==> src/hw/rtl/csd_pkg.sv <==
// Shared types, constants and the compass table builder for the context
// steering direction unit. No dependencies.
package csd_pkg;

    // Fixed field and unit widths
    localparam int OFS_W       = 24;
    localparam int CFG_W       = 23;
    localparam int Q14_W       = 15;
    localparam int STEER_W     = 16;
    localparam int S_DATA_W    = 48;
    localparam int M_DATA_W    = 40;
    localparam int APB_ADDR_W  = 4;
    localparam int APB_DATA_W  = 32;
    localparam int DIV_NUM_W   = 48;
    localparam int DIV_DEN_W   = 32;
    localparam int DIV_Q_W     = 16;
    localparam int SQRT_IN_W   = 64;
    localparam int SQRT_OUT_W  = 32;
    localparam int DIR_COUNT_DEF = 8;

    localparam logic [Q14_W-1:0] ONE_Q14 = 15'd16384;

    // Register reset values
    localparam logic [CFG_W-1:0] FULL_DANGER_RST = 23'd2458;
    localparam logic [CFG_W-1:0] FALLOFF_RST     = 23'd8192;
    localparam logic [CFG_W-1:0] STOPPING_RST    = 23'd0;

    // Register index codes (paddr[3:2])
    localparam logic [1:0] REG_FULL_DANGER = 2'd0;
    localparam logic [1:0] REG_FALLOFF     = 2'd1;
    localparam logic [1:0] REG_STOPPING    = 2'd2;

    typedef struct packed {
        logic [CFG_W-1:0] full_danger_distance;
        logic [CFG_W-1:0] falloff_distance;
        logic [CFG_W-1:0] stopping_distance;
    } csd_cfg_t;

    // Status of an iterative unit
    typedef struct packed {
        logic busy;
        logic done;
    } csd_unit_sts_t;

    // CORDIC rotation table, 2^32 units per turn
    localparam int CORDIC_STEPS = 24;
    localparam longint ATAN_TURN [CORDIC_STEPS] = '{
        536870912, 316933406, 167458907, 85004756, 42667331, 21354465,
        10679838, 5340247, 2670163, 1335087, 667544, 333772, 166886, 83443,
        41722, 20861, 10430, 5215, 2608, 1304, 652, 326, 163, 81
    };

    // Q1.14 cosine (want_y = 0) or sine (want_y = 1) of a turn angle,
    // evaluated at elaboration to build the compass table.
    function automatic logic signed [STEER_W-1:0] cordic_dir(
        input longint unsigned angle,
        input bit              want_y
    );
        longint z;
        longint x;
        longint y;
        longint dx;
        longint dy;
        longint r;
        bit     flip;
        z    = longint'(angle & 64'hFFFF_FFFF);
        flip = 1'b0;
        x    = 652032874;
        y    = 0;
        if (z >= 64'sh8000_0000) z = z - 64'sh1_0000_0000;
        if (z > (64'sd1 <<< 30)) begin
            z    = z - (64'sd1 <<< 31);
            flip = 1'b1;
        end else if (z < -(64'sd1 <<< 30)) begin
            z    = z + (64'sd1 <<< 31);
            flip = 1'b1;
        end
        for (int k = 0; k < CORDIC_STEPS; k++) begin
            // shifts truncate toward zero
            dx = (x < 0) ? -((-x) >>> k) : (x >>> k);
            dy = (y < 0) ? -((-y) >>> k) : (y >>> k);
            if (z >= 0) begin
                x = x - dy;
                y = y + dx;
                z = z - ATAN_TURN[k];
            end else begin
                x = x + dy;
                y = y - dx;
                z = z + ATAN_TURN[k];
            end
        end
        r = want_y ? y : x;
        r = (r >= 0) ? ((r + 32768) >>> 16) : -((-r + 32768) >>> 16);
        if (flip) r = -r;
        return STEER_W'(r);
    endfunction

endpackage

==> src/hw/rtl/csd_div.sv <==
// Radix-2 restoring divider, one quotient bit per cycle.
// Caller guarantees num < den * 2^DIV_Q_W. Depends on csd_pkg.
module csd_div (
    input  logic                          aclk,
    input  logic                          aresetn,
    input  logic                          start,
    input  logic [csd_pkg::DIV_NUM_W-1:0] num,
    input  logic [csd_pkg::DIV_DEN_W-1:0] den,
    output csd_pkg::csd_unit_sts_t        sts,
    output logic [csd_pkg::DIV_Q_W-1:0]   quot
);
    import csd_pkg::*;

    localparam int CNT_W = $clog2(DIV_Q_W + 1);

    logic [DIV_DEN_W-1:0] rem_reg;
    logic [DIV_Q_W-1:0]   low_reg;
    logic [DIV_DEN_W-1:0] den_reg;
    logic [DIV_Q_W-1:0]   quot_reg;
    logic [CNT_W-1:0]     cnt_reg;
    logic                 busy_reg;
    logic                 done_reg;
    logic [DIV_DEN_W:0]   rem_sh;
    logic                 fits;

    // trial subtract
    assign rem_sh = {rem_reg, low_reg[DIV_Q_W-1]};
    assign fits   = rem_sh >= {1'b0, den_reg};

    always_ff @(posedge aclk) begin
        if (!aresetn) begin
            busy_reg <= 1'b0;
            done_reg <= 1'b0;
            cnt_reg  <= '0;
        end else begin
            done_reg <= 1'b0;
            if (start) begin
                busy_reg <= 1'b1;
                cnt_reg  <= CNT_W'(DIV_Q_W);
            end else if (busy_reg) begin
                cnt_reg <= cnt_reg - 1'b1;
                if (cnt_reg == CNT_W'(1)) begin
                    busy_reg <= 1'b0;
                    done_reg <= 1'b1;
                end
            end
        end
    end

    // datapath
    always_ff @(posedge aclk) begin
        if (start) begin
            rem_reg  <= num[DIV_NUM_W-1:DIV_Q_W];
            low_reg  <= num[DIV_Q_W-1:0];
            den_reg  <= den;
            quot_reg <= '0;
        end else if (busy_reg) begin
            rem_reg  <= fits ? DIV_DEN_W'(rem_sh - {1'b0, den_reg})
                             : rem_sh[DIV_DEN_W-1:0];
            low_reg  <= {low_reg[DIV_Q_W-2:0], 1'b0};
            quot_reg <= {quot_reg[DIV_Q_W-2:0], fits};
        end
    end

    assign sts.busy = busy_reg;
    assign sts.done = done_reg;
    assign quot     = quot_reg;

endmodule

==> config.mk <==
export PLATFORM = sky130hd
export DESIGN_NAME = csd_div
export DESIGN_NICKNAME = d
export VERILOG_FILES = /design/src/hw/rtl/csd_pkg.sv /design/src/hw/rtl/csd_div.sv
export SDC_FILE = /design/constraint.sdc
export NUM_CORES = 1
export LEC_CHECK = 0
export ABC_AREA = 1
export ABC_CLOCK_PERIOD_IN_PS = 5000
export BUFFER_PORTS_ARGS = -buffer_cell sky130_fd_sc_hd__buf_2
export CAP_MARGIN = 10
export CORE_AREA = 3 3 91 158
export DETAILED_ROUTE_END_ITERATION = 6
export DIE_AREA = 0 0 94 161
export PLACE_DENSITY = 0.82
export RECOVER_POWER = 100
export SLEW_MARGIN = 10
export SYNTH_ARGS = -nofsm -noshare
export SYNTH_HDL_FRONTEND = slang
export SYNTH_SLANG_ARGS = --single-unit
==> constraint.sdc <==
create_clock -name aclk -period 5 [get_ports aclk]
set_input_delay 0 -clock aclk [delete_from_list [all_inputs] [get_ports aclk]]
set_output_delay 0 -clock aclk [all_outputs]
set_load 0.01 [all_outputs]
==> results.cfg <==
[outcome]
status = finished clean

[placed_design]
dp_hpwl_um = 14200
port_buffers = 100
gp_congestion = 0.960
placed_cells = 1228

[clocking]
cts-htree-levels = 3
post_cts_buffers = 0
cts.sinks = 103
cts.repair.resized = 0
cts_tree = built
cts-buffers-inserted = 9
cts_hold_buffers = 81
clockBufferDepth = 2
cts_root_buffer = clkbuf_16
clk_latency_ns = 0.36
clk_pin_slew_ns = 0.09

[sta]
fin_crit_sh_pct = 75.0
rsz0062_at_grt = no
setup_viol = 0
setup_tns_ns = 0
final_hold_viol_count = 0
finClkSkew_ns = 0.0157
slew_violations = 0
fmax_mhz = 267
max_slew_margin_pct = 10.1
timing_worst_slew_pin_value_ns = 1.35
period_minus_slack_ns = 3.75

[route]
drt_first_iter_violations = 409
vias_per_cell = 5.09
num_vias = 6743
wl_met2_um = 11200
first_pass_iters = 5
drc_errors = 0
final_antenna_net_count = 0
highest_layer = met4
routedLengthMet1_um = 7530
avgRoutedWirePerCell_um = 15.6
dr_wl_met3_um = 744
wl_um = 20700

[logic_synthesis]
synth_seq_area_share_pct = 41.2
syn_nets = 1092
avgSynthCellArea_um2 = 7.13
synth_seq_cells = 103
yosys_most_used_dff = edfxtp_1
synthArstFlopShare_pct = 0
mappedNetlistArea_mm2 = 0.00695
ys_types = 39
ys_warn_count = 0
synth_cells = 974
synth_edf_count = 80

[cells_and_area]
nets = 1264
area_growth_pct = 24.6
antenna_cells = 0
layout.cells.non_filler = 1325
drive_gt1_share_pct = 9.99

[worst_setup_path]
rrSetupSlack_ns = 1.25
worstPathMaxFanout = 33
critical_path_class = register to register
endpoint_kind = register
r2r_cells = 12
cp_data_arrival_time_ns = 3.98
worstPathRequired_ns = 5.23
cp-start-kind = register
timing.rr.start = rem_reg[25]$_DFFE_PP_
reg2reg_to = rem_reg[28]$_DFFE_PP_

[worst_hold_path]
min_to = den_reg[14]$_DFFE_PP_
hold_path_class = primary input to register
hold_depth = 2
min_from = den[14]

[global_routing]
grt_pass1_vias = 6795
antenna_found_initial = 0
grt_pass1_wl_um = 33000
grt_max_degree = 83
overflow = 0
grt.total_usage_pct = 28.1

[die]
core_mm2 = 0.0133
dieArea_mm2 = 0.0151
ios = 101
num_rows = 56
initial_core_util_pct = 52.2
die_h_um = 161
die_width_um = 94

[power]
switching_power_uw = 1270
internal_power_uw = 1940
pwr-share-seq_pct = 34.4
peakVddDrop_v = 0.000251
combPwrFrac_pct = 41.2
leakage_uw = 0.00448
clockPowerShare_pct = 24.3
swShare_pct = 39.5
powerDensity_mw_per_mm2 = 370

[flow_run]
cap_violations = 0
## synthesized netlist by cell type, drive strengths merged (2+ instances only)
| library cell | n | area [um2] |
|---|---|---|
| inv | 185 | 694 |
| and2 | 2 | 12.5 |
| buf | 13 | 98.8 |
| o21a | 2 | 15.0 |
| ha | 34 | 425 |
| edfxtp | 80 | 2400 |
| nand4 | 10 | 62.6 |
| o22ai | 14 | 87.6 |
| nand2 | 390 | 1490 |
| nor2 | 56 | 225 |
| nand3 | 76 | 385 |
| o21ai | 4 | 20.0 |
| clkbuf | 11 | 41.3 |
| dfxtp | 23 | 460 |
| nor3 | 5 | 25.0 |
| nand3b | 26 | 195 |
| xnor2 | 14 | 123 |
| a21oi | 19 | 98.9 |
## worst max-delay path by stage
stage | end | slack, ns | startpoint | cells past startpoint
finish | rem_reg[28]$_DFFE_PP_ | 1.25 | rem_reg[25]$_DFFE_PP_ | 12
global route | rem_reg[28]$_DFFE_PP_ | 0.97 | rem_reg[27]$_DFFE_PP_ | 10
CTS | rem_reg[23]$_DFFE_PP_ | 1.98 | rem_reg[25]$_DFFE_PP_ | 12
detailed placement | rem_reg[12]$_DFFE_PP_ | 2.04 | rem_reg[25]$_DFFE_PP_ | 12
global placement | rem_reg[12]$_DFFE_PP_ | 2.11 | rem_reg[27]$_DFFE_PP_ | 10
floorplan | low_reg[0]$_SDFFCE_PN0P_ | 2.35 | busy_reg$_SDFF_PN0_ | 3
## power groups by stage
stage          sequential [uW]  combinational [uW]  clock [uW]
2_1_floorplan             1100                 940           0
3_3_place_gp              1120                1230           0
3_5_place_dp              1120                1250           0
4_1_cts                   1100                1300         786
5_1_grt                   1110                1480         815
6_report                  1100                1320         780
## through the flow
| step | utilization, % | total power [uW] | hold slack, ns | instance area (um2) | setup WS (ns) |
|---|---|---|---|---|---|
| after floorplan | - | 2040 | 0.0989 | 6950 | 2.35 |
| after global placement | 56.8 | 2350 | 0.176 | 7560 | 2.11 |
| after detailed placement | 56.8 | 2370 | 0.178 | 7560 | 2.04 |
| after CTS | 65.3 | 3190 | 0.335 | 8690 | 1.98 |
| after global routing | 65.0 | 3400 | 0.353 | 8660 | 0.974 |
| final | 65.0 | 3210 | 0.346 | 8660 | 1.25 |
## cells by family after synthesis
logic type	after synthesis	synth area share, %
DFF	103	41.2
AOI/OAI and AO/OA	43	3.62
and+or+nand+nor	568	34.8
adders and majority gates	35	6.41
buffers and inverters	210	12.1
xor gates and xnor gates	15	1.89
## routing by layer
layer | vias up | GRT usage (%)
met3 | 67 | 3.36
met4 | 0 | 17.7
li1 | 3378 | -
met1 | 3072 | 29.0
met5 | - | 0
met2 | 226 | 52.1
## final cells by class
class	count	area [um2]
fillers	1164	4660
multi-input cells	661	3240
flip-flops and latches	103	2860
repair buffers	185	1320
inverters	186	698
clock buffers	9	225
well taps	174	218
clock inverters	7	97.6
## cell usage in the layout, fill, tap and decap left out, types with 3 or more instances in the layout
cell / netlist / final
nor3_1: 5 / 5
edfxtp_1: 80 / 80
nand2_2: 6 / 6
nand4_1: 10 / 10
dlygate4sd3_1: 0 / 81
nor2_1: 52 / 52
nand3_1: 75 / 75
dfxtp_1: 23 / 23
clkbuf_16: 0 / 9
o21ai_0: 3 / 3
nand3b_1: 26 / 26
ha_1: 34 / 34
nor2_2: 3 / 3
o22ai_1: 14 / 14
buf_2: 4 / 79
a21oi_1: 18 / 18
inv_1: 182 / 183
clkbuf_1: 11 / 21
buf_4: 2 / 4
xnor2_1: 14 / 14
nand2_1: 382 / 383
inv_6: 0 / 3
## worst max-delay path: stages, from the launching register on
cell	delay, ns
edfxtp_1	0.44
ha_1	0.39
nand2_1	0.14
nand2_1	0.09
nand2_1	0.08
nand2_1	0.05
a21oi_1	0.24
nand2_2	0.10
nor2_4	0.55
nand2_1	0.98
nand3_1	0.39
nand2_1	0.09
nand2_1	0.06
No activity file was read; power rests on OpenSTA's default activity.
