==> src/hw/rtl/csd_pkg.sv <==
// Shared types, constants and the compass table builder for the context
// steering direction unit. No dependencies.
package csd_pkg;

    // Fixed field and unit widths
    localparam int OFS_W       = 24;
    localparam int CFG_W       = 23;
    localparam int Q14_W       = 15;
    localparam int STEER_W     = 16;
    localparam int S_DATA_W    = 48;
    localparam int M_DATA_W    = 40;
    localparam int APB_ADDR_W  = 4;
    localparam int APB_DATA_W  = 32;
    localparam int DIV_NUM_W   = 48;
    localparam int DIV_DEN_W   = 32;
    localparam int DIV_Q_W     = 16;
    localparam int SQRT_IN_W   = 64;
    localparam int SQRT_OUT_W  = 32;
    localparam int DIR_COUNT_DEF = 8;

    localparam logic [Q14_W-1:0] ONE_Q14 = 15'd16384;

    // Register reset values
    localparam logic [CFG_W-1:0] FULL_DANGER_RST = 23'd2458;
    localparam logic [CFG_W-1:0] FALLOFF_RST     = 23'd8192;
    localparam logic [CFG_W-1:0] STOPPING_RST    = 23'd0;

    // Register index codes (paddr[3:2])
    localparam logic [1:0] REG_FULL_DANGER = 2'd0;
    localparam logic [1:0] REG_FALLOFF     = 2'd1;
    localparam logic [1:0] REG_STOPPING    = 2'd2;

    typedef struct packed {
        logic [CFG_W-1:0] full_danger_distance;
        logic [CFG_W-1:0] falloff_distance;
        logic [CFG_W-1:0] stopping_distance;
    } csd_cfg_t;

    // Status of an iterative unit
    typedef struct packed {
        logic busy;
        logic done;
    } csd_unit_sts_t;

    // CORDIC rotation table, 2^32 units per turn
    localparam int CORDIC_STEPS = 24;
    localparam longint ATAN_TURN [CORDIC_STEPS] = '{
        536870912, 316933406, 167458907, 85004756, 42667331, 21354465,
        10679838, 5340247, 2670163, 1335087, 667544, 333772, 166886, 83443,
        41722, 20861, 10430, 5215, 2608, 1304, 652, 326, 163, 81
    };

    // Q1.14 cosine (want_y = 0) or sine (want_y = 1) of a turn angle,
    // evaluated at elaboration to build the compass table.
    function automatic logic signed [STEER_W-1:0] cordic_dir(
        input longint unsigned angle,
        input bit              want_y
    );
        longint z;
        longint x;
        longint y;
        longint dx;
        longint dy;
        longint r;
        bit     flip;
        z    = longint'(angle & 64'hFFFF_FFFF);
        flip = 1'b0;
        x    = 652032874;
        y    = 0;
        if (z >= 64'sh8000_0000) z = z - 64'sh1_0000_0000;
        if (z > (64'sd1 <<< 30)) begin
            z    = z - (64'sd1 <<< 31);
            flip = 1'b1;
        end else if (z < -(64'sd1 <<< 30)) begin
            z    = z + (64'sd1 <<< 31);
            flip = 1'b1;
        end
        for (int k = 0; k < CORDIC_STEPS; k++) begin
            // shifts truncate toward zero
            dx = (x < 0) ? -((-x) >>> k) : (x >>> k);
            dy = (y < 0) ? -((-y) >>> k) : (y >>> k);
            if (z >= 0) begin
                x = x - dy;
                y = y + dx;
                z = z - ATAN_TURN[k];
            end else begin
                x = x + dy;
                y = y - dx;
                z = z + ATAN_TURN[k];
            end
        end
        r = want_y ? y : x;
        r = (r >= 0) ? ((r + 32768) >>> 16) : -((-r + 32768) >>> 16);
        if (flip) r = -r;
        return STEER_W'(r);
    endfunction

endpackage

==> src/hw/rtl/csd_regs.sv <==
// APB configuration registers of the context steering direction unit.
// Depends on csd_pkg.
module csd_regs (
    input  logic                           aclk,
    input  logic                           aresetn,
    input  logic                           psel,
    input  logic                           penable,
    input  logic                           pwrite,
    input  logic [csd_pkg::APB_ADDR_W-1:0] paddr,
    input  logic [csd_pkg::APB_DATA_W-1:0] pwdata,
    output logic [csd_pkg::APB_DATA_W-1:0] prdata,
    output logic                           pready,
    output csd_pkg::csd_cfg_t              cfg
);
    import csd_pkg::*;

    logic [CFG_W-1:0] full_reg;
    logic [CFG_W-1:0] falloff_reg;
    logic [CFG_W-1:0] stop_reg;
    logic             wr_en;

    assign pready = 1'b1;
    assign wr_en  = psel && penable && pwrite;

    // register writes
    always_ff @(posedge aclk) begin
        if (!aresetn) begin
            full_reg    <= FULL_DANGER_RST;
            falloff_reg <= FALLOFF_RST;
            stop_reg    <= STOPPING_RST;
        end else if (wr_en) begin
            unique case (paddr[3:2])
                REG_FULL_DANGER: full_reg    <= pwdata[CFG_W-1:0];
                REG_FALLOFF:     falloff_reg <= pwdata[CFG_W-1:0];
                REG_STOPPING:    stop_reg    <= pwdata[CFG_W-1:0];
                default: ;
            endcase
        end
    end

    // read mux
    always_comb begin
        unique case (paddr[3:2])
            REG_FULL_DANGER: prdata = APB_DATA_W'(full_reg);
            REG_FALLOFF:     prdata = APB_DATA_W'(falloff_reg);
            REG_STOPPING:    prdata = APB_DATA_W'(stop_reg);
            default:         prdata = '0;
        endcase
    end

    assign cfg.full_danger_distance = full_reg;
    assign cfg.falloff_distance     = falloff_reg;
    assign cfg.stopping_distance    = stop_reg;

endmodule

==> config.mk <==
export PLATFORM = sky130hd
export DESIGN_NAME = csd_regs
export DESIGN_NICKNAME = d
export VERILOG_FILES = /design/src/hw/rtl/csd_pkg.sv /design/src/hw/rtl/csd_regs.sv
export SDC_FILE = /design/constraint.sdc
export NUM_CORES = 1
export LEC_CHECK = 0
export ABC_AREA = 1
export BUFFER_PORTS_ARGS = -buffer_cell sky130_fd_sc_hd__buf_2
export CAP_MARGIN = 25
export CORE_AREA = 3 3 87 89
export CTS_BUF_LIST = sky130_fd_sc_hd__clkbuf_4 sky130_fd_sc_hd__clkbuf_8 sky130_fd_sc_hd__clkbuf_16
export CTS_CLUSTER_DIAMETER = 60
export DETAILED_ROUTE_END_ITERATION = 6
export DIE_AREA = 0 0 90 92
export PLACE_DENSITY = 0.8
export RECOVER_POWER = 100
export REMOVE_ABC_BUFFERS = 1
export SETUP_SLACK_MARGIN = 0.4
export SYNTH_ARGS = -nofsm -noshare
export SYNTH_HDL_FRONTEND = slang
export SYNTH_SLANG_ARGS = --single-unit
export TNS_END_PERCENT = 10
==> constraint.sdc <==
create_clock -name aclk -period 1.4 [get_ports aclk]
set_input_delay 0.28 -clock aclk [delete_from_list [all_inputs] [get_ports aclk]]
set_output_delay 0.28 -clock aclk [all_outputs]
set_load 0.01 [all_outputs]
==> reports/results.txt, run 1 <==
Syn. warnings -> 0
Slew Limit Fails -> 0
Fraction of layout cells with a size suffix above 1 -> 35.03%
P&R area growth vs syn -> 60.51%
Worst Path Buf+Inv -> 5
Seq/Total Area, Yosys -> 41.80%
Syn avg cell area -> 6.441 um^2
Post-DP HPWL -> 6530 um
Cells after Synth -> 513
Synth top area cells -> dfxtp_1, nand2_1, nor2_1, nand3_1, buf_4
Distinct cell type count after synthesis -> 15
Final net count -> 704
Layout Skew -> 0 ns
Gate power share -> 16.7%
Synth top cells by count -> nand2_1, nor2_1, nand3_1, dfxtp_1, inv_1
Fill count -> 491
Final setup vio count -> 0
Startpoint types -> input port
Worst-Skew Late Latency -> 0.33 ns
Reg-to-reg startpoint -> falloff_reg[19]$_SDFFE_PN0P_
Vias in the first global route -> 3573
Mapped Area -> 0.003304 mm^2
Leakage Power -> 2.643 nW
Non-Filler Instances -> 764
CTS tree -> done
Wire per inst -> 16.96 um
Cell count along the critical path -> 8
First drt pass iteration count -> 7
# IOs -> 143
Die ar. -> 0.008280 mm^2
Met1 usage -> 29.67%
Synth Area in Compound Gates -> 0.1515%
Worst hold path class -> input port to register
Status -> completed
R2R setup slack -> 0.70 ns
Dpl cell area -> 0.004094 mm^2
Post-synthesis register bit count -> 69
WP data arrival -> 1.12 ns
Diode count -> 0
GRT overflow -> 0
Most frequent cell after synthesis -> nand2_1
Number of synthesized flops with an enable pin -> 0
Top-area cell type share of the netlist area -> 41.80%
Crit Path Class -> input port to primary output
Max Fclk -> 0.7145 GHz
Dominant synthesized flop cell -> dfxtp_1
Crit path max-delay cell type -> nor2_4
Sequential share of power -> 44.4%
GPL Wtd Cong -> 0.7943
IO buf count -> 121
Internal power -> 3.353 mW
Row count -> 30
Crit Path Max Fanout -> 6
Critical Path Start -> paddr[3]
Req. time, crit path -> 1.12 ns
Switching pwr -> 1.264 mW
Clock tree buffer depth -> 2
Initial antenna violation count -> 0
Largest family of logic cells by synthesized area -> simple AND/OR/NAND/NOR gates
CTS sink cnt -> 69
Clock group share of total power -> 38.9%
Critical path's most frequent cell -> buf_6
Core Area -> 0.006832 mm^2
Routed via count -> 4110
R2r worst-path depth -> 2
Starting Density -> 48.37%
Via density -> 5.380
Critical R2R Capture -> falloff_reg[19]$_SDFFE_PN0P_
Inserted Clock Buffers -> 9
Met2 Use GR -> 43.75%
Mux contribution to synthesized area -> 0%
Root Buffer -> clkbuf_8
Global-route wire length before repair -> 17040 um
Clk pin slew, worst setup/hold paths -> 0.08 ns
DRC -> 0
Largest net degree at the start of global routing -> 70
Post-Synth Adder-Cell Area -> 0%
Overall routing resource usage -> 25.15%
Final antenna-violating net count -> 0
Simple-Gate Fraction of Synth Area -> 47.10%
M3 GR Usage -> 4.922%
Worst setup EP type -> primary output
Hold-fix buffers, CTS -> 0
Peak supply drop -> 0.6175 mV
Post-synthesis async set-or-reset flop share -> 0%
Initial DRC count -> 414
Routed wire length -> 12950 um
Max-cap viol count -> 0
Most crowded layer after global routing -> met2
Power Density -> 870.5 mW/mm^2
Final hold violations -> 0
Synth Area in XOR/XNOR -> 0%
Max stage delay on crit path -> 0.13 ns
Die height -> 92 um
CP top delay family -> buffers and inverters
Placed cells -> 723
Crit share post-route -> 99.97%
Yosys top cell by area -> dfxtp_1
Die width -> 90 um
Final min period -> 1.400 ns
Critical path, cell by cell -> buf_12 > nor2_4 > buf_6 > buf_8 > buf_6 > nand2_2 > nand3_2 > buf_6
H-tree Lvls -> 3
Crit path to -> prdata[14]
Design area -> 0.005304 mm^2
Fraction of power spent switching nets -> 27.38%
RSZ-0062 raised after global routing -> yes
worst reg2reg max path, stage by stage (launching register included):
cell and delay [ns]:
dfxtp_1 0.41, nor2_1 0.08, nor2_1 0.14
worst min-delay path by stage:
stage,start,depth (start not counted),endpoint
global route,pwdata[8],3,full_reg[8]$_SDFFE_PN1P_
global placement,full_reg[7]$_SDFFE_PN1P_,2,full_reg[7]$_SDFFE_PN1P_
finish,pwdata[3],3,full_reg[3]$_SDFFE_PN1P_
CTS,pwdata[11],3,full_reg[11]$_SDFFE_PN1P_
floorplan,aresetn,1,full_reg[11]$_SDFFE_PN1P_
detailed placement,full_reg[11]$_SDFFE_PN1P_,2,full_reg[11]$_SDFFE_PN1P_
logic make-up (layout without fill, tap and decap cells):
kind of cell           count (synthesis)  count (layout)
AND/OR/NAND/NOR                      373             373
AO/OA/AOI/OAI                          1               1
buffers and inverters                 68             215
flip-flops                            69              69
other                                  2              10
through the flow:
| stage | setup slack (ns) | TNS, ns | hold slack [ns] | util [%] | power [mW] |
|---|---|---|---|---|---|
| 2_1_floorplan | -0.7671 | -50.18 | 0.3647 | - | 2.344 |
| 3_3_place_gp | -0.01860 | -0.05285 | 0.4638 | 59.93 | 2.602 |
| 3_5_place_dp | -0.03341 | -0.2454 | 0.4696 | 59.93 | 2.616 |
| 4_1_cts | 0.03017 | 0 | 0.1669 | 68.92 | 4.466 |
| 5_1_grt | -0.04553 | -0.1740 | 0.1759 | 77.64 | 4.757 |
| 6_report | 0.0004550 | 0 | 0.1799 | 77.64 | 4.617 |
layer usage:
| layer | part of all wire [%] | up-vias |
|---|---|---|
| met1 | 37 | 1932 |
| met5 | 0 | - |
| li1 | - | 1869 |
| met4 | 3.9 | 0 |
| met2 | 52 | 252 |
| met3 | 7.0 | 57 |
timing repair:
action,CTS,global route
setup buffers,21,4
pin swaps,8,26
endpoints found under the setup margin,92,156
gates resized for setup,62,209
endpoints found under the hold margin,0,0
area by class of cell:
type	instances	area [um^2]	share of cell area [%]
clock buffers	9	123.9	2.335
multi-input cells	384	1757	33.12
well taps	96	120.1	2.265
repair buffers	173	1712	32.27
clock inverters	7	90.09	1.699
inverters	26	112.6	2.123
flip-flops and latches	69	1389	26.19
power by group through the flow:
stage	Sequential (mW)	Clock [mW]	Combinational [mW]
final	2.05	1.80	0.770
after global routing	2.05	1.88	0.820
after CTS	2.04	1.79	0.642
after detailed placement	2.08	0	0.533
after global placement	2.08	0	0.522
after floorplan	2.10	0	0.245
cell usage in the layout, fill, tap and decap left out, types with 3 or more instances in the layout:
cell type	synthesis	routed
nand2_1	149	127
nor2_1	125	124
buf_6	3	100
nand3_1	93	77
dfxtp_1	69	67
buf_2	16	34
inv_1	24	24
buf_4	15	20
nand2_2	0	17
nand3_2	0	16
conb_1	2	10
clkbuf_8	0	9
buf_12	0	9
nand2_4	0	5
nor2_4	5	4
clkbuf_1	2	4
buf_8	0	4
nor2_2	1	3
clkinv_2	0	3
No activity file was read; power rests on OpenSTA's default activity.
==> run 2, diff against run 1 <==
--- a/config.mk
+++ b/config.mk
@@ -13,7 +13,8 @@
 export CTS_CLUSTER_DIAMETER = 60
 export DETAILED_ROUTE_END_ITERATION = 6
 export DIE_AREA = 0 0 90 92
-export PLACE_DENSITY = 0.8
+export GPL_TIMING_DRIVEN = 0
+export PLACE_DENSITY_LB_ADDON = 0.2
 export RECOVER_POWER = 100
 export REMOVE_ABC_BUFFERS = 1
 export SETUP_SLACK_MARGIN = 0.4
==> run 2 against run 1 <==
The run now ends with design-rule violations, negative setup slack left. Non-clock buffer count decreased by 11. Highest routed layer unchanged. Maximum frequency down 1.8%. Global-route usage increased by 2.2 points. Setup slack worse by 0.025 ns. Die area stayed put. Count of clock-buffer cells in the layout is 2 higher. Largest power group unchanged. Combinational power up 17%. Total power up 3.1%. Sequential share of layout area increased by 0.13 points. Via count grew 3.6%. Critical path type unchanged. Flip-flop and latch count did not move. Design area is 9.5% higher.
==> reports/results.txt, run 2 (same netlist as run 1, synthesis figures left out) <==
Worst-Skew Late Latency -> 0.34 ns (about the same)
Peak supply drop -> 0.5769 mV (-6.6%)
Final antenna-violating net count -> 0 (unchanged)
Wire per inst -> 20.17 um (+19%)
Initial DRC count -> 363 (-12%)
First drt pass iteration count -> 7 (unchanged)
Clk pin slew, worst setup/hold paths -> 0.08 ns (about the same)
Global-route wire length before repair -> 17950 um (+5.3%)
Final setup vio count -> 4 (+4)
Power Density -> 819.8 mW/mm^2 (-5.8%)
WP data arrival -> 1.14 ns (+0.02 ns)
M3 GR Usage -> 7.711% (+2.8 points)
Row count -> 30 (unchanged)
Hold path start -> pwdata[8]
Req. time, crit path -> 1.12 ns (about the same)
Crit Path Max Fanout -> 8 (+2)
RSZ-0062 raised after global routing -> yes
Leakage Power -> 2.932 nW (+11%)
Layout Skew -> 0 ns (unchanged)
Critical R2R Capture -> stop_reg[9]$_SDFFE_PN0P_
Core Area -> 0.006832 mm^2 (unchanged)
Routed via count -> 4260 (+3.6%)
H-tree Lvls -> 3 (unchanged)
Most frequent cells in the layout -> nor2_1, nand2_1, buf_6
R2r worst-path depth -> 2 (unchanged)
Diode count -> 0 (unchanged)
Final Total Pwr -> 4.762 mW (+3.1%)
Die width -> 90 um (unchanged)
Vias in the first global route -> 3485 (-2.5%)
Root Buffer -> clkbuf_8
Starting Density -> 48.37% (unchanged)
Slew Limit Fails -> 0 (unchanged)
Inserted Clock Buffers -> 9 (unchanged)
Initial antenna violation count -> 0 (unchanged)
Startpoint types -> input port
R2R setup slack -> 0.69 ns (about the same)
Clock tree buffer depth -> 2 (unchanged)
GRT overflow -> 0 (unchanged)
Die height -> 92 um (unchanged)
Worst setup EP type -> primary output
WHS Endpoint -> full_reg[8]$_SDFFE_PN1P_
GPL Wtd Cong -> 0.7437 (-6.4%)
Most crowded layer after global routing -> met2
Fraction of layout cells with a size suffix above 1 -> 49.32% (+14 points)
Fill count -> 373 (-24%)
IO buf count -> 121 (unchanged)
Hold-fix buffers, CTS -> 0 (unchanged)
Crit share post-route -> 101.8% (+1.8 points)
P&R area growth vs syn -> 75.80%
Status -> complete, but fails checks
TNS Setup -> -0.04902 ns (-0.04902 ns)
Die ar. -> 0.008280 mm^2 (unchanged)
Failing checks -> design-rule violations, negative setup slack
Via density -> 5.627 (+4.6%)
Max-cap viol count -> 0 (unchanged)
Final min period -> 1.425 ns (+0.02538 ns)
Reg-to-reg startpoint -> stop_reg[9]$_SDFFE_PN0P_
Routed wire length -> 15270 um (+18%)
Final net count -> 697 (-0.99%)
Hold depth -> 3 (unchanged)
Slew HR -> 43.44%
Worst hold path class -> input port to register
DRC -> 1 (+1)
Post-route setup slack -> -0.02493 ns (-0.02538 ns)
Final hold violations -> 0 (unchanged)
# IOs -> 143 (unchanged)
Largest net degree at the start of global routing -> 37 (-47%)
CTS tree -> done
Commonest non-fill, non-tap cell in the layout -> nor2_1
Crit Path Class -> input port to primary output
Met1 usage -> 32.17% (+2.5 points)
Post-DP HPWL -> 6043 um (-7.5%)
CTS sink cnt -> 69 (unchanged)
Met2 Use GR -> 48.29% (+4.5 points)
Least-Margin Pin Slew -> 0.8463 ns
Max Fclk -> 0.7018 GHz (-1.8%)
Overall routing resource usage -> 27.39% (+2.2 points)
## run 2: changes by cell type in the layout (fill, tap and decap cells not counted), moves of 5 or more
cell     previous run  this run
dfxtp_2             0        43
nor2_2              3         9
nand3_2            16        23
nand3_1            77        69
dfxtp_1            67         1
dfxtp_4             2        25
nand2_1           127       112
nor2_1            124       118
buf_4              20        15
buf_16              0         9
buf_2              34        27
nand2_4             5        17
buf_6             100        94
## run 2: per-stage QoR
step / hold WS [ns] / std cells / instance area (um^2) / util (%) / worst slack [ns]
final: 0.1577 / 757 / 5809 / 85.04 / -0.02493
after global routing: 0.1673 / 757 / 5809 / 85.04 / -0.04399
after CTS: 0.1523 / 741 / 4780 / 69.96 / 0.06751
after detailed placement: 0.4708 / 701 / 3939 / 57.66 / -0.4512
after global placement: 0.4595 / 696 / 3804 / 55.68 / -2.292
after floorplan: 0.3647 / 479 / 3078 / - / -0.7671
## run 2: report_power, final
group | switching, mW | internal, mW
logic | 0.475 | 0.425
registers | 0.0563 | 1.97
clock network | 0.798 | 1.04
total | 1.33 | 3.43
## run 2: what timing repair did
action                                  4_1_cts  5_1_grt
pin swaps                                     8       63
gates cloned                                  9        3
buffers inserted                             15       13
endpoints found under the setup margin      161      161
gates resized for setup                      64      244
## run 2: critical path, stage by stage
cell     delay [ns]
buf_12         0.11
inv_8          0.03
nor2_4         0.13
buf_12         0.16
buf_12         0.16
nand2_2        0.07
nand3_2        0.08
buf_6          0.11
## run 2: layer usage
layer / vias to the layer above / part of all wire (%)
li1: 1865 / -
met1: 1962 / 35
met2: 337 / 48
met3: 96 / 10
met4: 0 / 6.6
met5: - / 0
## run 2: cell type report
cell class / count / area (um^2) / share of cell area (%)
Clock buffer: 11 / 138.9 / 2.391
Clock inverter: 5 / 75.07 / 1.292
Timing Repair Buffer: 162 / 1868 / 32.16
Sequential cell: 69 / 1529 / 26.32
Inverter: 26 / 116.4 / 2.003
Multi-Input combinational cell: 388 / 1962 / 33.77
Tap cell: 96 / 120.1 / 2.068
## run 2: worst max-delay path by stage
stage                        start                        end  depth (start not counted)
final                     paddr[2]                 prdata[19]                          8
after detailed placement  paddr[3]                 prdata[19]                          7
after global placement    paddr[3]   full_reg[7]$_SDFFE_PN1P_                          5
after global routing      paddr[3]                 prdata[22]                          7
after CTS                 paddr[2]                 prdata[14]                          8
after floorplan           paddr[3]  full_reg[11]$_SDFFE_PN1P_                          4
