===== config.mk =====
export PLATFORM = sky130hd
export DESIGN_NAME = csd_sqrt
export DESIGN_NICKNAME = d
export VERILOG_FILES = /design/src/hw/rtl/csd_pkg.sv /design/src/hw/rtl/csd_sqrt.sv
export SDC_FILE = /design/constraint.sdc
export NUM_CORES = 1
export LEC_CHECK = 0
export BUFFER_PORTS_ARGS = -buffer_cell sky130_fd_sc_hd__buf_2
export CAP_MARGIN = 10
export CORE_MARGIN = 8
export CORE_UTILIZATION = 46
export CTS_BUF_LIST = sky130_fd_sc_hd__clkbuf_16
export DETAILED_ROUTE_END_ITERATION = 16
export PLACE_DENSITY_LB_ADDON = 0.25
export SETUP_SLACK_MARGIN = 0.15
export SYNTH_ARGS = -nofsm -noshare
export SYNTH_HDL_FRONTEND = slang
export SYNTH_SLANG_ARGS = --single-unit

===== constraint.sdc =====
create_clock -name aclk -period 3.4 [get_ports aclk]
set_input_delay 0.85 -clock aclk [delete_from_list [all_inputs] [get_ports aclk]]
set_output_delay 0.85 -clock aclk [all_outputs]
set_load 0.02 [all_outputs]

===== src/hw/rtl/csd_pkg.sv =====
// Shared types, constants and the compass table builder for the context
// steering direction unit. No dependencies.
package csd_pkg;

    // Fixed field and unit widths
    localparam int OFS_W       = 24;
    localparam int CFG_W       = 23;
    localparam int Q14_W       = 15;
    localparam int STEER_W     = 16;
    localparam int S_DATA_W    = 48;
    localparam int M_DATA_W    = 40;
    localparam int APB_ADDR_W  = 4;
    localparam int APB_DATA_W  = 32;
    localparam int DIV_NUM_W   = 48;
    localparam int DIV_DEN_W   = 32;
    localparam int DIV_Q_W     = 16;
    localparam int SQRT_IN_W   = 64;
    localparam int SQRT_OUT_W  = 32;
    localparam int DIR_COUNT_DEF = 8;

    localparam logic [Q14_W-1:0] ONE_Q14 = 15'd16384;

    // Register reset values
    localparam logic [CFG_W-1:0] FULL_DANGER_RST = 23'd2458;
    localparam logic [CFG_W-1:0] FALLOFF_RST     = 23'd8192;
    localparam logic [CFG_W-1:0] STOPPING_RST    = 23'd0;

    // Register index codes (paddr[3:2])
    localparam logic [1:0] REG_FULL_DANGER = 2'd0;
    localparam logic [1:0] REG_FALLOFF     = 2'd1;
    localparam logic [1:0] REG_STOPPING    = 2'd2;

    typedef struct packed {
        logic [CFG_W-1:0] full_danger_distance;
        logic [CFG_W-1:0] falloff_distance;
        logic [CFG_W-1:0] stopping_distance;
    } csd_cfg_t;

    // Status of an iterative unit
    typedef struct packed {
        logic busy;
        logic done;
    } csd_unit_sts_t;

    // CORDIC rotation table, 2^32 units per turn
    localparam int CORDIC_STEPS = 24;
    localparam longint ATAN_TURN [CORDIC_STEPS] = '{
        536870912, 316933406, 167458907, 85004756, 42667331, 21354465,
        10679838, 5340247, 2670163, 1335087, 667544, 333772, 166886, 83443,
        41722, 20861, 10430, 5215, 2608, 1304, 652, 326, 163, 81
    };

    // Q1.14 cosine (want_y = 0) or sine (want_y = 1) of a turn angle,
    // evaluated at elaboration to build the compass table.
    function automatic logic signed [STEER_W-1:0] cordic_dir(
        input longint unsigned angle,
        input bit              want_y
    );
        longint z;
        longint x;
        longint y;
        longint dx;
        longint dy;
        longint r;
        bit     flip;
        z    = longint'(angle & 64'hFFFF_FFFF);
        flip = 1'b0;
        x    = 652032874;
        y    = 0;
        if (z >= 64'sh8000_0000) z = z - 64'sh1_0000_0000;
        if (z > (64'sd1 <<< 30)) begin
            z    = z - (64'sd1 <<< 31);
            flip = 1'b1;
        end else if (z < -(64'sd1 <<< 30)) begin
            z    = z + (64'sd1 <<< 31);
            flip = 1'b1;
        end
        for (int k = 0; k < CORDIC_STEPS; k++) begin
            // shifts truncate toward zero
            dx = (x < 0) ? -((-x) >>> k) : (x >>> k);
            dy = (y < 0) ? -((-y) >>> k) : (y >>> k);
            if (z >= 0) begin
                x = x - dy;
                y = y + dx;
                z = z - ATAN_TURN[k];
            end else begin
                x = x + dy;
                y = y - dx;
                z = z + ATAN_TURN[k];
            end
        end
        r = want_y ? y : x;
        r = (r >= 0) ? ((r + 32768) >>> 16) : -((-r + 32768) >>> 16);
        if (flip) r = -r;
        return STEER_W'(r);
    endfunction

endpackage


===== src/hw/rtl/csd_sqrt.sv =====
// Digit-by-digit integer square root, one root bit per cycle.
// Depends on csd_pkg.
module csd_sqrt (
    input  logic                           aclk,
    input  logic                           aresetn,
    input  logic                           start,
    input  logic [csd_pkg::SQRT_IN_W-1:0]  rad,
    output csd_pkg::csd_unit_sts_t         sts,
    output logic [csd_pkg::SQRT_OUT_W-1:0] root
);
    import csd_pkg::*;

    localparam int REM_W = SQRT_OUT_W + 3;
    localparam int CNT_W = $clog2(SQRT_OUT_W + 1);

    logic [SQRT_IN_W-1:0]  rad_reg;
    logic [REM_W-1:0]      rem_reg;
    logic [SQRT_OUT_W-1:0] root_reg;
    logic [CNT_W-1:0]      cnt_reg;
    logic                  busy_reg;
    logic                  done_reg;
    logic [REM_W-1:0]      rem_sh;
    logic [REM_W-1:0]      trial;
    logic                  fits;

    // bring down two bits, try root*4+1
    assign rem_sh = {rem_reg[REM_W-3:0], rad_reg[SQRT_IN_W-1 -: 2]};
    assign trial  = {1'b0, root_reg, 2'b01};
    assign fits   = rem_sh >= trial;

    always_ff @(posedge aclk) begin
        if (!aresetn) begin
            busy_reg <= 1'b0;
            done_reg <= 1'b0;
            cnt_reg  <= '0;
        end else begin
            done_reg <= 1'b0;
            if (start) begin
                busy_reg <= 1'b1;
                cnt_reg  <= CNT_W'(SQRT_OUT_W);
            end else if (busy_reg) begin
                cnt_reg <= cnt_reg - 1'b1;
                if (cnt_reg == CNT_W'(1)) begin
                    busy_reg <= 1'b0;
                    done_reg <= 1'b1;
                end
            end
        end
    end

    always_ff @(posedge aclk) begin
        if (start) begin
            rad_reg  <= rad;
            rem_reg  <= '0;
            root_reg <= '0;
        end else if (busy_reg) begin
            rad_reg  <= {rad_reg[SQRT_IN_W-3:0], 2'b00};
            rem_reg  <= fits ? (rem_sh - trial) : rem_sh;
            root_reg <= {root_reg[SQRT_OUT_W-2:0], fits};
        end
    end

    assign sts.busy = busy_reg;
    assign sts.done = done_reg;
    assign root     = root_reg;

endmodule


==> impl_metrics.py, run 1 <==
metrics = {
    "outcome": {
        "status": "finished, final reports clean",
    },
    "critical_path": {
        "crit_top_cell": "buf_4",
        "startpoint_type": "flip-flop",
        "path_class": "reg2reg",
        "cpMaxStageDelayCell": "ha_1",
        "worst_setup_path_end_kind": "flip-flop",
        "r2r_start": "root[12]",
        "cp-startpoint": "root[12]",
        "cp_max_fo": 15,
        "crit_arrival_ns": 3.23,
        "slowest_delay_ns": 0.38,
        "r2r_setup_slack_ns": 0.50,
        "path_cells": "inv_1 > ha_1 > a21oi_1 > o21ai_1 > a221oi_2 > or2_2 > a21oi_2 > nor2_2 > buf_4 > buf_4 > nand2_1 > a311oi_1",
        "worst_ep_required_time_ns": 3.72,
    },
    "clocking": {
        "cts_tree": "built",
        "holdBufCountCts": 0,
        "numCtsBuffers": 17,
        "worstSkewPairLatency_ns": 0.42,
        "cts_root_buffer": "clkbuf_16",
        "clk_path_buf_depth": 2,
        "post-cts-setup-buffer-count": 0,
        "clkSinkCount": 137,
        "cts-resized-gates": 0,
        "cts.clk_slew.worst_paths_ns": 0.07,
        "cts.htree.levels": 4,
    },
    "run": {
        "drv_cap": 0,
    },
    "timing": {
        "hold_violations": 0,
        "min_period_ns": 2.902,
        "whs_ns": 0.4899,
        "fin_crit_sh": 0.8536,
        "report.final.setup_viol": 0,
        "slew_viol_final": 0,
        "finClkSkew_ns": 0.01098,
        "worst_pin_slew_ns": 0.7954,
        "setup_tns_ns": 0,
        "fmax_mhz": 344.6,
        "slew_headroom": 0.4697,
        "rsz0062_at_grt": "no",
    },
    "grt": {
        "antenna_found_initial": 5,
        "grt_first_pass_wirelength_um": 27530,
        "grt.total_usage": 0.1658,
        "grt_start_max_net_pins": 125,
        "grt_pass1_vias": 5574,
        "gr-total-overflow": 0,
    },
    "detailed_routing": {
        "drt_iter0_drc": 315,
        "num_vias": 5743,
        "wl_met1_um": 7833,
        "first_pass_iters": 4,
        "drc": 0,
        "dr_wl_met2_um": 7353,
        "detail-route-antenna-nets": 0,
        "drt_wl_total_um": 16660,
        "wl_met3_um": 1253,
        "routedWlPerCell_um": 15.50,
        "routed.top_layer": "met5",
        "detail_route.vias_per_cell": 5.342,
    },
    "cells_and_area": {
        "area_delta_synth_final_pct": 16.18,
        "fill_cells": 1521,
        "final_util": 0.5399,
        "largest_register_ffs": 64,
        "nNetsFinal": 943,
        "layout-drive-gt1-share": 0.2732,
    },
    "logic_synthesis": {
        "synth-edff-count": 64,
        "synth_cell_types": 68,
        "synth_seq_cells": 137,
        "synth_top_area_frac": 0.2521,
        "synth.area.top_cells": "edfxtp_1, dfxtp_1, mux2_2",
        "synth_common_cells": "nor2_1, dfxtp_1, nand2_1, edfxtp_1, mux2_2",
        "synth_ff_type": "dfxtp_1",
        "yosys.cell_count.top_type": "nor2_1",
        "syn_area_um2": 7625,
        "syn_nets": 854,
        "synth_area_per_cell_um2": 10.15,
        "async_reset_ff_frac": 0,
        "yosysWarnings": 0,
        "synth.largest_area_cell": "edfxtp_1",
        "syn_inst": 751,
        "yosysSeqAreaShare": 0.4437,
    },
    "worst_hold_path": {
        "hp-start": "rem_reg[30]",
        "worstHoldPathType": "reg2reg",
    },
    "floorplanning": {
        "die_h_um": 144.7,
        "rows": 47,
        "start_util": 0.4647,
        "io-pin-count": 101,
        "fp.dieArea_um2": 20950,
        "core-area_um2": 16410,
        "dieWidth_um": 144.7,
    },
    "pwr": {
        "vdd_drop_max_mv": 0.4814,
        "intPower_w": 0.004034,
        "p_switching_w": 0.002544,
        "power_frac_comb": 0.430,
        "p_sw_frac": 0.3868,
        "power.leakage_nw": 3.621,
        "pwr-share-clk": 0.259,
        "p_seq_frac": 0.311,
        "powerDensity_nw_per_um2": 742.6,
    },
    "placement": {
        "dp_hpwl_um": 11730,
        "io_buffers": 100,
        "place.gp.congestion": 0.8519,
    },
}
==> cell type report <==
| type | instances | area (um2) | area share |
|---|---|---|---|
| Sequential cell | 137 | 3387 | 0.3823 |
| Clock inverter | 15 | 118.9 | 0.01342 |
| Tap cell | 220 | 275.3 | 0.03107 |
| Clock buffer | 17 | 425.4 | 0.04802 |
| Antenna cell | 2 | 5.005 | 0.0005650 |
| Timing Repair Buffer | 109 | 583.1 | 0.06582 |
| Inverter | 49 | 183.9 | 0.02076 |
| Multi-Input combinational cell | 526 | 3880 | 0.4380 |
==> per-stage QoR <==
stage | worst slack (ns) | cell area, um2 | total power [W] | cells
4_1_cts | 0.3056 | 8845 | 0.006614 | 1073
6_report | 0.4978 | 8859 | 0.006578 | 1075
3_3_place_gp | 0.4373 | 8300 | 0.004872 | 1041
3_5_place_dp | 0.3142 | 8300 | 0.004876 | 1041
2_1_floorplan | 0.1720 | 7625 | 0.004306 | 751
5_1_grt | 0.1555 | 8859 | 0.007058 | 1075
==> final timing paths <==
path            endpoint  depth (start not counted)
min          rem_reg[30]                          2
min reg2reg  rem_reg[30]                          2
max           rem_reg[3]                         12
max reg2reg   rem_reg[3]                         12
==> power groups by stage <==
stage	Combinational (W)	Clock (W)	Sequential, W
CTS	0.00282	0.00175	0.00205
global placement	0.00280	0	0.00208
global route	0.00316	0.00183	0.00207
floorplan	0.00226	0	0.00205
detailed placement	0.00280	0	0.00208
finish	0.00283	0.00171	0.00204
==> critical path: cells and delay by family (launching register included) <==
| family | cells | cell delay, ns |
|---|---|---|
| AND/OR/NAND/NOR | 3 | 0.42 |
| AO/OA/AOI/OAI | 5 | 1.12 |
| flip-flops | 1 | 0.37 |
| buffers and inverters | 3 | 0.51 |
| adder cells (fa/ha/maj) | 1 | 0.38 |
==> metal layers <==
metal / GRT usage / vias up
li1: - / 2897
met1: 0.2098 / 2698
met2: 0.2500 / 121
met3: 0.07349 / 21
met4: 0.04765 / 6
met5: 0 / -
==> logic make-up after synthesis <==
family	after synthesis	synth area share
AO/OA/AOI/OAI	149	0.1529
XOR/XNOR	25	0.02872
adder cells (fa/ha/maj)	36	0.05907
buffers and inverters	88	0.04857
flip-flops	137	0.4437
multiplexers	97	0.1383
AND/OR/NAND/NOR	219	0.1287
==> placed cells by master (no fill, tap or decap), drive strengths merged, types with 5 or more instances in the layout <==
master / count
buf: 109
nor2: 86
dfxtp: 73
nand2: 70
edfxtp: 64
mux2: 64
inv: 55
ha: 36
mux2i: 33
a21oi: 31
o21ai: 25
a311oi: 24
clkbuf: 17
xnor2: 15
nor3: 13
a21o: 11
xor2: 10
nand3: 10
o21a: 8
nand4: 8
or3: 8
a211oi: 7
and3: 5
o21bai: 5
nand2b: 5
clkinv: 5
(Power assumes the default switching activity.)
==> inputs of run 2 (changes only) <==
--- a/config.mk
+++ b/config.mk
@@ -5,6 +5,7 @@
 export SDC_FILE = /design/constraint.sdc
 export NUM_CORES = 1
 export LEC_CHECK = 0
+export ABC_AREA = 1
 export BUFFER_PORTS_ARGS = -buffer_cell sky130_fd_sc_hd__buf_2
 export CAP_MARGIN = 10
 export CORE_MARGIN = 8
==> run 2 against run 1 <==
Against the previous run: combinational power grew 55%; synthesized cell count grew 57%; die area rose by 5.6%; area after synthesis is 6.3% higher; largest power group unchanged; highest routed layer is now met4.
==> impl_metrics.py, run 2 <==
metrics = {
    "outcome": {
        "status": "finished, final reports clean",
    },
    "grt": {
        "gr-total-overflow": 0,
        "grt_start_max_net_pins": 63,
        "grt_pass1_vias": 7317,
        "antenna_found_initial": 0,
        "grt_first_pass_wirelength_um": 35380,
        "grt.total_usage": 0.1966,
    },
    "logic_synthesis": {
        "synth.largest_area_cell": "nand2_1",
        "synth_seq_cells": 137,
        "synth.area.top_cells": "nand2_1, edfxtp_1, dfxtp_1",
        "yosysSeqAreaShare": 0.4173,
        "synth_cell_types": 36,
        "syn_inst": 1182,
        "async_reset_ff_frac": 0,
        "synth_common_cells": "nand2_1, inv_1, nand3_1, dfxtp_1, edfxtp_1",
        "yosys.cell_count.top_type": "nand2_1",
        "yosysWarnings": 0,
        "syn_nets": 1285,
        "synth_top_area_frac": 0.2546,
        "synth-edff-count": 64,
        "synth_area_per_cell_um2": 6.859,
        "syn_area_um2": 8108,
        "synth_ff_type": "dfxtp_1",
    },
    "placement": {
        "dpl_cell_area_um2": 8813,
        "place.gp.congestion": 0.9258,
        "place_ws_ns": 0.8883,
        "dp_hpwl_um": 15650,
        "io_buffers": 100,
    },
    "critical_path": {
        "cpMaxStageDelayCell": "ha_1",
        "path_cells": "inv_1 > ha_1 > nand2_1 > inv_1 > nand2_1 > inv_1 > a21oi_1 > nand3_1 > nand2_2 > buf_4 > nand3_1 > nand2_1 > inv_1 > nand2_1 > nand2_1",
        "crit_arrival_ns": 2.84,
        "path_buf_inv": 5,
        "slowest_delay_ns": 0.37,
        "path_delay_family": "simple AND/OR/NAND/NOR gates",
        "reg2reg_depth": 15,
        "cp-startpoint": "root[16]",
        "worst_setup_path_end_kind": "flip-flop",
        "startpoint_type": "flip-flop",
        "path_class": "reg2reg",
        "worst_ep_required_time_ns": 3.72,
        "rr_endpoint": "rem_reg[27]",
        "crit_top_cell": "nand2_1",
        "cp_max_fo": 26,
        "r2r_start": "root[16]",
        "r2r_setup_slack_ns": 0.88,
    },
    "cells_and_area": {
        "final_common_cell": "nand2_1",
        "layout-drive-gt1-share": 0.1197,
        "nNetsFinal": 1378,
        "final_area_um2": 9374,
        "largest_register_ffs": 64,
        "layout_common_cells": "nand2_1, inv_1, buf_2, nand3_1, dfxtp_1",
        "final_util": 0.5420,
        "antenna_cells": 0,
        "area_delta_synth_final_pct": 15.62,
    },
    "clocking": {
        "cts.htree.levels": 4,
        "numCtsBuffers": 17,
        "holdBufCountCts": 0,
        "cts_tree": "built",
        "clkSinkCount": 137,
        "worstSkewPairLatency_ns": 0.43,
        "post-cts-setup-buffer-count": 0,
        "clk_path_buf_depth": 2,
        "cts-resized-gates": 0,
        "cts.clk_slew.worst_paths_ns": 0.06,
        "cts_root_buffer": "clkbuf_16",
    },
    "timing": {
        "min_period_ns": 2.520,
        "worst_pin_slew_ns": 0.7631,
        "report.final.setup_viol": 0,
        "hold_violations": 0,
        "fin_crit_sh": 0.7412,
        "slew_headroom": 0.4913,
        "timing.final.ws_setup_ns": 0.8800,
        "setup_tns_ns": 0,
        "fmax_mhz": 396.8,
        "rsz0062_at_grt": "no",
        "finClkSkew_ns": 0.007832,
        "slew_viol_final": 0,
    },
    "floorplanning": {
        "rows": 48,
        "fp.dieArea_um2": 22130,
        "dieWidth_um": 148.8,
        "core-area_um2": 17300,
        "io-pin-count": 101,
        "die_h_um": 148.8,
        "start_util": 0.4687,
    },
    "run": {
        "drv_cap": 0,
    },
    "pwr": {
        "pwr-share-clk": 0.217,
        "p_sw_frac": 0.4694,
        "power.leakage_nw": 5.016,
        "power_frac_comb": 0.535,
        "p_switching_w": 0.003857,
        "p_seq_frac": 0.248,
        "intPower_w": 0.004361,
        "total_power_w": 0.008219,
        "vdd_drop_max_mv": 0.7367,
        "powerDensity_nw_per_um2": 876.7,
    },
    "worst_hold_path": {
        "worstHoldPathCells": 2,
        "hold_path_end": "rem_reg[31]",
        "worstHoldPathType": "reg2reg",
        "hp-start": "rem_reg[31]",
    },
    "detailed_routing": {
        "routedWlPerCell_um": 13.98,
        "drt_wl_total_um": 21140,
        "first_pass_iters": 5,
        "detail_route.vias_per_cell": 4.891,
        "drt_iter0_drc": 442,
        "detail-route-antenna-nets": 0,
        "drc": 0,
        "num_vias": 7395,
    },
}
==> run 2: changes by cell type in the layout (fill, tap and decap cells not counted), moves of 10 or more <==
cell      previous run  this run
mux2_2              63         0
o22ai_1              1        31
a311oi_1            16         0
nand2_1             69       550
a21o_1              11         1
nand3_1             10        77
nor2_1              85        56
mux2i_1             33         0
inv_1               49       156
o21ai_0             22         5
xnor2_1             15         0
==> run 2: kinds of logic (layout without fill, tap and decap cells) <==
| logic type | Yosys count | in the layout | share of synthesized area |
|---|---|---|---|
| AOI/OAI and AO/OA | 72 | 72 | 0.05124 |
| xor gates and xnor gates | 16 | 16 | 0.01728 |
| adders and majority gates | 36 | 36 | 0.05556 |
| buffers and inverters | 195 | 300 | 0.09506 |
| DFF | 137 | 137 | 0.4173 |
| and+or+nand+nor | 726 | 726 | 0.3636 |
==> run 2: power by group through the flow <==
stage               clock network, W  registers (W)  logic, W
global placement                   0        0.00207   0.00433
finish                       0.00178        0.00204   0.00440
global route                 0.00191        0.00206   0.00499
floorplan                          0        0.00204   0.00333
detailed placement                 0        0.00207   0.00435
CTS                          0.00182        0.00204   0.00438
==> run 2: worst register-to-register path: cells and delay by family, from the launching register on <==
family	cells	cell delay, ns
simple gates	8	0.90
buf+inv	5	0.57
fa+ha+maj	1	0.37
flops	1	0.32
compound gates	1	0.26
==> run 2: through the flow <==
stage,hold slack [ns],std cells
6_report,0.4633,1512
2_1_floorplan,0.4298,1182
3_3_place_gp,0.4439,1481
4_1_cts,0.4621,1512
5_1_grt,0.4886,1512
3_5_place_dp,0.4500,1481
==> run 2: layout make-up <==
class | count | area (um2)
Clock buffer | 17 | 425.4
Multi-Input combinational cell | 850 | 3959
Timing Repair Buffer | 111 | 595.6
Inverter | 158 | 594.3
Sequential cell | 137 | 3383
Clock inverter | 14 | 135.1
Tap cell | 225 | 281.5
Fill cell | 1760 | 7923
==> run 2: worst max-delay path by stage <==
stage               slack, ns  depth (start not counted)           to
floorplan                0.73                          4   rad_reg[0]
global placement         0.89                         15  rem_reg[27]
detailed placement       0.89                         15  rem_reg[27]
CTS                      0.87                         15  rem_reg[27]
global route             0.56                         15  rem_reg[27]
finish                   0.88                         15  rem_reg[27]
==> run 2: per-layer routing <==
metal / wire (um) / vias up / track usage
met3: 1103 / 20 / 0.05158
met2: 9918 / 167 / 0.3189
met1: 9871 / 3312 / 0.2525
met4: 249 / 0 / 0.05906
met5: 0 / - / 0
li1: - / 3896 / -
==> inputs of run 3 (changes only) <==
==> constraint.sdc (replaced) <==
create_clock -name aclk -period 2.4 [get_ports aclk]
set_input_delay 0.6 -clock aclk [delete_from_list [all_inputs] [get_ports aclk]]
set_output_delay 0.6 -clock aclk [all_outputs]
set_load 0.02 [all_outputs]
==> run 3 against run 2 <==
Against the previous run: register-to-register slack worse by 0.61 ns; largest power group unchanged; die area stayed put; fmax is 18% higher; critical path depth down 3; clock skew is 0.0035 ns higher; non-clock buffer count is 18 higher; setup slack lost 0.61 ns; worst hold slack lost 0.029 ns; wire length grew 6.6%; sequential share of layout area decreased by 2.5 points; first-iteration DRC count shrank 17%; final area increased by 7.7%.
==> impl_metrics.py, run 3 (synthesis results as in run 2) <==
metrics = {
    "clocking": {
        "cts.htree.levels": 4,
        "holdBufCountCts": 0,
        "clkSinkCount": 137,
        "cts_root_buffer": "clkbuf_16",
        "numCtsBuffers": 17,
        "worstSkewPairLatency_ns": 0.43,
        "cts.clk_slew.worst_paths_ns": 0.07,
        "cts_tree": "built",
        "clk_path_buf_depth": 2,
    },
    "timing": {
        "hold_violations": 0,
        "rsz0062_at_grt": "yes",
        "report.final.setup_viol": 0,
        "fmax_mhz": 468.9,
        "finClkSkew_ns": 0.01135,
        "worst_pin_slew_ns": 0.4333,
        "whs_ns": 0.4340,
        "fin_crit_sh": 0.8886,
        "slew_viol_final": 0,
        "min_period_ns": 2.133,
        "slew_headroom": 0.7111,
        "setup_tns_ns": 0,
    },
    "cells_and_area": {
        "layout-drive-gt1-share": 0.1907,
        "layout_common_cells": "nand2_1, inv_1, buf_2, nand3_1, dfxtp_1",
        "final_common_cell": "nand2_1",
        "largest_register_ffs": 64,
        "finalNonFillerCells": 1531,
        "final_area_um2": 10100,
        "area_delta_synth_final_pct": 24.55,
        "antenna_cells": 0,
        "fill_cells": 1710,
        "nNetsFinal": 1396,
    },
    "detailed_routing": {
        "drt_iter0_drc": 365,
        "routedWlPerCell_um": 14.73,
        "first_pass_iters": 5,
        "drt_wl_total_um": 22550,
        "detail_route.vias_per_cell": 4.879,
        "detail-route-antenna-nets": 0,
        "num_vias": 7469,
        "drc": 0,
    },
    "critical_path": {
        "r2r_start": "root[17]",
        "reg2reg_depth": 12,
        "startpoint_type": "flip-flop",
        "cp_max_fo": 14,
        "cp-startpoint": "root[17]",
        "path_class": "reg2reg",
        "crit_arrival_ns": 2.45,
        "slowest_delay_ns": 0.34,
        "r2r_setup_slack_ns": 0.27,
        "worst_setup_path_end_kind": "flip-flop",
        "worst_ep_required_time_ns": 2.72,
        "cpMaxStageDelayCell": "nor4_4",
        "path_cells": "inv_2 > ha_4 > nand2_2 > nor2_4 > nand2_2 > nor4_4 > nand2_4 > nand2_8 > buf_12 > nand3_1 > nand3_1 > nand2_1",
        "rr_endpoint": "rem_reg[22]",
        "timing.critical_path.to": "rem_reg[22]",
    },
    "worst_hold_path": {
        "worstHoldPathType": "in2reg",
    },
    "grt": {
        "grt_start_max_net_pins": 73,
        "antenna_found_initial": 0,
        "grt.total_usage": 0.2041,
        "grt_first_pass_wirelength_um": 36340,
        "gr-total-overflow": 0,
        "grt_pass1_vias": 7464,
    },
    "floorplanning": {
        "start_util": 0.4687,
        "rows": 48,
        "io-pin-count": 101,
        "core-area_um2": 17300,
        "dieWidth_um": 148.8,
        "fp.dieArea_um2": 22130,
        "die_h_um": 148.8,
    },
    "pwr": {
        "intPower_w": 0.006930,
        "power.leakage_nw": 5.210,
        "power_frac_comb": 0.561,
        "powerDensity_nw_per_um2": 1274,
        "p_switching_w": 0.005931,
        "p_sw_frac": 0.4611,
        "pwr-share-clk": 0.212,
        "vdd_drop_max_mv": 0.7606,
        "p_seq_frac": 0.227,
    },
    "run": {
        "drv_cap": 0,
    },
    "placement": {
        "place.gp.congestion": 0.9585,
        "io_buffers": 100,
        "placedCellCount": 1495,
        "dpl_cell_area_um2": 8931,
        "dp_hpwl_um": 16600,
    },
    "outcome": {
        "status": "finished, final reports clean",
    },
}
run 3: power groups by stage:
| stage | clock network [W] | logic [W] | registers [W] |
|---|---|---|---|
| 2_1_floorplan | 0 | 0.00471 | 0.00289 |
| 3_3_place_gp | 0 | 0.00642 | 0.00293 |
| 3_5_place_dp | 0 | 0.00645 | 0.00293 |
| 4_1_cts | 0.00278 | 0.00654 | 0.00289 |
| 5_1_grt | 0.00288 | 0.00803 | 0.00295 |
| 6_report | 0.00272 | 0.00721 | 0.00293 |
run 3: final cells by class:
class	count	area, um2	area share
multi-input combinational	850	4451	0.4407
timing repair buffer	129	772.0	0.07645
sequential	137	3392	0.3359
clock inverter	15	182.7	0.01809
clock buffer	17	425.4	0.04213
inverter	158	594.3	0.05885
tap	225	281.5	0.02788
run 3: repair_timing:
item	CTS	global route
buffers inserted	0	3
pin swaps	0	13
gates cloned	0	1
gates resized for setup	12	86
setup endpoints to repair	34	34
run 3: worst min-delay path by stage:
stage                           start  cells after the start     endpoint  slack, ns
after CTS                     rad[34]                      3  rad_reg[34]       0.42
after detailed placement  rem_reg[31]                      2  rem_reg[31]       0.46
after global placement    rem_reg[32]                      2  rem_reg[32]       0.46
after floorplan           rem_reg[31]                      2  rem_reg[31]       0.43
final                         rad[13]                      3  rad_reg[13]       0.43
after global routing          rad[35]                      3  rad_reg[35]       0.42
run 3: layer usage:
metal	wire length, um	up-vias	global-route usage
li1	-	3944	-
met1	10400	3344	0.2536
met2	10590	160	0.3391
met3	1251	21	0.05583
met4	308	0	0.06259
met5	0	-	0
run 3: critical path, delay by kind of cell (launching register included):
family | cells | cell delay, ns
adders and majority gates | 1 | 0.29
buffers and inverters | 2 | 0.21
DFF | 1 | 0.33
and+or+nand+nor | 9 | 1.18
run 3: through the flow:
step / power (W) / utilization / setup slack, ns
2_1_floorplan: 0.007606 / - / 0.2591
5_1_grt: 0.01387 / 0.5838 / 0.1320
3_5_place_dp: 0.009381 / 0.5163 / 0.03841
3_3_place_gp: 0.009349 / 0.5163 / 0.08493
4_1_cts: 0.01221 / 0.5556 / 0.1543
6_report: 0.01286 / 0.5838 / 0.2674
